**src/sv/fss_pkg.sv**
```systemverilog
`default_nettype none
package fss_pkg;

	localparam int CAPACITY   = 1024;
	localparam int NAME_CHARS = 20;
	localparam int FULL_CHARS = 20;
	localparam int NAME_W     = FULL_CHARS * 8;
	localparam int CNT_W      = $clog2(CAPACITY + 1);
	localparam int COUNT_W    = 11;
	localparam int IN_DATA_W  = NAME_W;
	localparam int OUT_DATA_W = ((NAME_W + COUNT_W + 7) / 8) * 8;

	localparam logic CMD_INSERT = 1'b0;
	localparam logic CMD_POP    = 1'b1;

	typedef enum logic [1:0] {
		ST_OK    = 2'd0,
		ST_FULL  = 2'd1,
		ST_EMPTY = 2'd2
	} status_t;

	typedef struct packed {
		logic              ins;
		logic              pop;
		logic [NAME_W-1:0] name;
	} cell_ctrl_t;

	// 7-bit chars, zero after the first NUL or past NAME_CHARS
	function automatic logic [NAME_W-1:0] normalize_name(input logic [NAME_W-1:0] raw);
		logic [FULL_CHARS-1:0] stop;
		logic [NAME_W-1:0]     res;
		logic [7:0]            byte_v;
		logic                  dead;
		stop = '0;
		res  = '0;
		for (int i = 0; i < FULL_CHARS; i++) begin
			byte_v  = raw[NAME_W-1-8*i -: 8];
			stop[i] = (byte_v[6:0] == 7'd0) || (i >= NAME_CHARS);
		end
		for (int i = 0; i < FULL_CHARS; i++) begin
			byte_v = raw[NAME_W-1-8*i -: 8];
			dead   = 1'b0;
			for (int j = 0; j <= i; j++) begin
				dead = dead | stop[j];
			end
			res[NAME_W-1-8*i -: 8] = dead ? 8'd0 : {1'b0, byte_v[6:0]};
		end
		return res;
	endfunction

endpackage
`default_nettype wire

```
**src/sv/fss_cell.sv**
```systemverilog
`default_nettype none
module fss_cell
	import fss_pkg::*;
(
	input  wire logic              clk,
	input  wire cell_ctrl_t        ctrl,
	input  wire logic              occupied,
	input  wire logic              prev_gt,
	input  wire logic [NAME_W-1:0] prev_name,
	input  wire logic [NAME_W-1:0] next_name,
	output logic                   gt,
	output logic [NAME_W-1:0]      name
);

	logic [NAME_W-1:0] name_q;

	// empty slots count as greater so the first free one takes the name
	assign gt   = !occupied || (name_q > ctrl.name);
	assign name = name_q;

	always_ff @(posedge clk) begin
		if (ctrl.ins) begin
			if (prev_gt) begin
				name_q <= prev_name;
			end else if (gt) begin
				name_q <= ctrl.name;
			end
		end else if (ctrl.pop) begin
			name_q <= next_name;
		end
	end

endmodule
`default_nettype wire

```
**config.mk**
```make
export PLATFORM = sky130hd
export DESIGN_NAME = fss_cell
export DESIGN_NICKNAME = d
export VERILOG_FILES = /design/src/sv/fss_pkg.sv /design/src/sv/fss_cell.sv
export SDC_FILE = /design/constraint.sdc
export NUM_CORES = 1
export LEC_CHECK = 0
export ABC_AREA = 0
export BUFFER_PORTS_ARGS = -buffer_cell sky130_fd_sc_hd__buf_2
export CAP_MARGIN = 10
export CORE_AREA = 2 2 249 251
export DETAILED_ROUTE_END_ITERATION = 16
export DIE_AREA = 0 0 251 253
export PLACE_DENSITY = 0.41
export SLEW_MARGIN = 20
export SYNTH_ARGS = -nofsm -noshare
export SYNTH_HDL_FRONTEND = slang
export SYNTH_SLANG_ARGS = --single-unit
```
**constraint.sdc**
```tcl
create_clock -name clk -period 15.1 [get_ports clk]
set_clock_uncertainty 0.2 [all_clocks]
set_input_delay 0.755 -clock clk [delete_from_list [all_inputs] [get_ports clk]]
set_output_delay 0.755 -clock clk [all_outputs]
set_load 0.01 [all_outputs]
```
* Yosys cells after proc, flatten, opt, wreduce, memory -nomap -nowiden
Cells that the tools add are included.
Operators by class: magnitude comparators 1, eq/ne operators 1, multiplexer cells 4, reductions and logical operators 4
Operators with widths (count):
- 160-bit 2-to-1 mux | 4
- 160-bit greater-than comparator | 1
- 3-bit by 1-bit inequality test with 1-bit output (second input constant) | 1
- 2-bit AND reduction | 1
- 2-bit nonzero test | 1
- 1-bit logical NOT | 1
- 1-bit logical OR | 1
Word-level totals: register bits after elaboration 160, output and inout bits 161, word-level logic and storage cells 11

* Logic depth before layout (Yosys ltp)
depth after elaboration 5, depth in mapped cells 10, mapped depth without buffers 10

* Least setup slack after synthesis
OpenSTA, ideal clock, no wires.
path kind input-to-reg, from input ctrl[127] (netlist bit), to register name_q[0], in the netlist name[0], enable pin, setup time 0.734 ns, arrival time 10.038 ns, required time 14.166 ns, path slack 4.128 ns, stages on the path 10, buffers on the path 0, path through inv_1 -> ha_1 -> and3_1 -> nand4_1 -> nor4_2 -> nand4b_4 -> nor4_2 -> and2_1 -> nor3_2 -> a21oi_1
On the way: cells in the longest elaborated chain, start to end 4
RTL lines:
- from (decl) | RTL line fss_cell.sv:6 | input wire cell_ctrl_t ctrl,
- 160-bit greater-than comparator | RTL line fss_cell.sv:18 | assign gt = !occupied || (name_q > ctrl.name);
- 1-bit logical OR | RTL line fss_cell.sv:18
- 3-bit by 1-bit inequality test with 1-bit output (no line)
- 2-bit AND reduction (no line)
- to (signal assigned) | RTL line fss_cell.sv:24 | name_q <= prev_name;
- to (signal assigned) | RTL line fss_cell.sv:26 | name_q <= ctrl.name;
- to (signal assigned) | RTL line fss_cell.sv:29 | name_q <= next_name;
- to (decl) | RTL line fss_cell.sv:15 | logic [NAME_W-1:0] name_q;
Every way passes these cells. A chain may end at the register's enable or synchronous reset.

* Final worst setup path
from register name_q[153], in the netlist name[153], to output gt
On the way: cells in the longest elaborated chain, start to end 2
RTL lines:
- 160-bit greater-than comparator | RTL line fss_cell.sv:18
- 1-bit logical OR | RTL line fss_cell.sv:18
- to (decl) | RTL line fss_cell.sv:11 | output logic gt,
Every way passes these cells.

==> results.cfg <==
[yosys]
yosysTopAreaCell = edfxtp_1
yosysWarningCount = 0
syn_nets = 1916
synth_area_per_cell_sq_um = 9.54
yosysTopAreaCellShare = 0.396
syn_inst = 1271
synth_common_cells = a21oi_1, nor2_1, inv_1
synth-async-reset-ratio = 0
synthFlopType = edfxtp_1
synthTopCellsByArea = edfxtp_1, ha_1, mux2i_1, a21oi_1, nor2_1
synth.cell_area_sq_um = 12100
synth_edf_count = 160
yosysMostFrequentCell = a21oi_1
synth_seq_cells = 160
synth.distinct_cells = 44
ys_seq_area_frac = 0.396

[global_routing]
antenna_found_initial = 10
grt_pass1_vias = 11757
overflow = 0
track_usage = 0.147
grt_pass1_wl_microns = 69700
grt_max_degree = 161

[worst_setup_path]
path_depth = 10
timing.rr.start = name[153]$_DFFE_PP_
r2r_end = name[86]$_DFFE_PP_
critPathMaxFanout = 4
critPathBufInv = 1
startpoint = name[153]$_DFFE_PP_
crit_path_max_incr_delay_ns = 0.49
critical_path_class = reg -> out
cp_common_cell = nand4_2
crit_required_ns = 14.15
cp-start-kind = flip-flop
crit_family = simple AND/OR/NAND/NOR gates
ff2ff_setup_slack_ns = 10.68
cp_data_arrival_time_ns = 3.64
crit_path_end_kind = output pin
slowest_stage = edfxtp_1
path_cells = ha_1 -> nand4_2 -> nor4_4 -> nand4_2 -> nand4b_4 -> nor4_2 -> and2_1 -> nor3_2 -> o21ai_1 -> buf_2
r2r_cells = 10

[placed_design]
dp_hpwl_microns = 40600
dpl_cell_area_sq_um = 16200
dp_slack_ns = 10.05
io_buffers = 645
gp_congestion = 0.848

[routing]
wl_met2_microns = 24200
drtAntennaViolNets = 0
drc_errors = 0
routed_wl_microns = 48100
drtPass1Iterations = 5
highest_layer = met5
drt-wirelength-per-cell_microns = 17.8
vias = 11524
wl_met1_microns = 19800
wl_met3_microns = 3070
viasPerCell = 4.28
drtIter0Drc = 456

[floorplan]
start_util = 0.199
io_pins = 646
fp.dieW_microns = 251
rows = 91
chipHeight_microns = 253
core_sq_um = 61000
die-area_sq_um = 63500

[timing]
finalSetupTns_ns = 0
relSlewSlack = 0.327
fmax_ghz = 0.217
fin_crit_sh = 0.305
min_period_ns = 4.60
tightest_slew_ns = 1.01
hold_violations = 0
fin_ws_ns = 10.50
final_max_slew_viol_count = 0
rsz0062_at_grt = false
finalSetupViolCount = 0

[finish]
area.sequential_sq_um = 4800
largest_reg_flops = 160
drive_gt1_frac = 0.362
area_growth_pct = 38.7
fill_cells = 6684
fin_util = 0.276
final_area_sq_um = 16800
multiInputGateArea_sq_um = 6520
fin_nets = 2532

[power_and_ir_drop]
seq_power_share = 0.407
power_frac_clock = 0.316
p_leak_nw = 8.52
vdd_ir_drop_max_v = 0.0000830
power.switching_w = 0.000442
power.internal_w = 0.000976
switching_share = 0.312
powerDensity_nw_per_um2 = 84.3
p_comb_frac = 0.277

[min_path]
min_path_type = in -> reg
hold_depth = 3
min_from = next_name[131]
hold_end = name[131]$_DFFE_PP_

[clock_network]
tritoncts = built
cts_inserted_buffers = 17
h-tree-depth = 4
post_cts_resized = 0
ctsHoldBuffers = 0
cts.clk_slew.worst_paths_ns = 0.07
insertion_delay_ns = 0.47
clock_path_buffers = 2
cts-root-buf = clkbuf_16
postCtsSetupBuffers = 0
cts.sinks = 160

[run_status]
status = finished clean

[flow_run]
cap_violations = 0
-- worst reg2reg max path: stages (launching register included) --
cell and delay [ns]:
edfxtp_1 0.49, ha_1 0.37, nand4_2 0.17, nor4_4 0.46, nand4_2 0.29, nand4b_4 0.32
nor4_2 0.45, and2_1 0.22, nor3_2 0.08, a21oi_4 0.17, buf_12 0.58
-- metrics by stage --
stage,hold WS (ns),total power [W],std cells
finish,0.407,0.00142,2695
global route,0.377,0.00151,2692
detailed placement,0.879,0.000987,2658
CTS,0.354,0.00145,2689
floorplan,0.781,0.000795,1271
global placement,0.883,0.000987,2658
-- power groups by stage --
stage | sequential (W) | clock (W) | combinational, W
finish | 0.000576 | 0.000448 | 0.000393
global route | 0.000583 | 0.000481 | 0.000441
detailed placement | 0.000587 | 0 | 0.000400
global placement | 0.000586 | 0 | 0.000400
floorplan | 0.000610 | 0 | 0.000186
CTS | 0.000577 | 0.000470 | 0.000403
-- how the worst max path moves through the flow --
stage                     slack [ns]                   to
final                          10.50                   gt
after global routing           10.12                   gt
after CTS                      10.27                   gt
after global placement         10.06  name[105]$_DFFE_PP_
after floorplan                 4.13    name[0]$_DFFE_PP_
after detailed placement       10.05  name[102]$_DFFE_PP_
-- routing by layer --
metal	track usage	vias up
met3	0.0406	50
li1	-	5815
met1	0.170	5267
met5	0	-
met2	0.260	388
met4	0.0486	4
-- final cells by class --
type | count | share of cell area
inverter | 163 | 0.0364
clock inverter | 12 | 0.00848
clock buffer | 19 | 0.0257
sequential | 160 | 0.286
multi-input combinational | 894 | 0.388
tap | 790 | 0.0588
timing repair buffer | 651 | 0.197
antenna | 6 | 0.000893
-- kinds of logic after synthesis --
group | share of synthesized area
and+or+nand+nor | 0.111
AOI/OAI and AO/OA | 0.129
buffers and inverters | 0.0672
muxes | 0.132
adders and majority gates | 0.165
DFF | 0.396
-- cell usage in the layout (no fill, tap or decap), drive strengths merged, types with 2 or more instances in the layout --
cell type | netlist | layout
a211oi | 5 | 5
a21boi | 2 | 2
a21o | 15 | 15
a21oi | 224 | 224
a221oi | 6 | 6
a31oi | 2 | 2
and2 | 3 | 3
and3 | 3 | 3
and4 | 6 | 6
buf | 16 | 651
bufinv | 0 | 3
clkbuf | 38 | 19
clkinv | 0 | 6
clkinvlp | 0 | 2
diode | 0 | 6
edfxtp | 160 | 160
ha | 160 | 160
inv | 163 | 164
mux2i | 160 | 160
nand2 | 35 | 35
nand3 | 21 | 21
nand4 | 30 | 30
nor2 | 169 | 169
nor2b | 2 | 2
nor3 | 9 | 9
nor4 | 7 | 7
o211ai | 4 | 4
o21ai | 18 | 18
No activity file was read; power rests on OpenSTA's default activity.
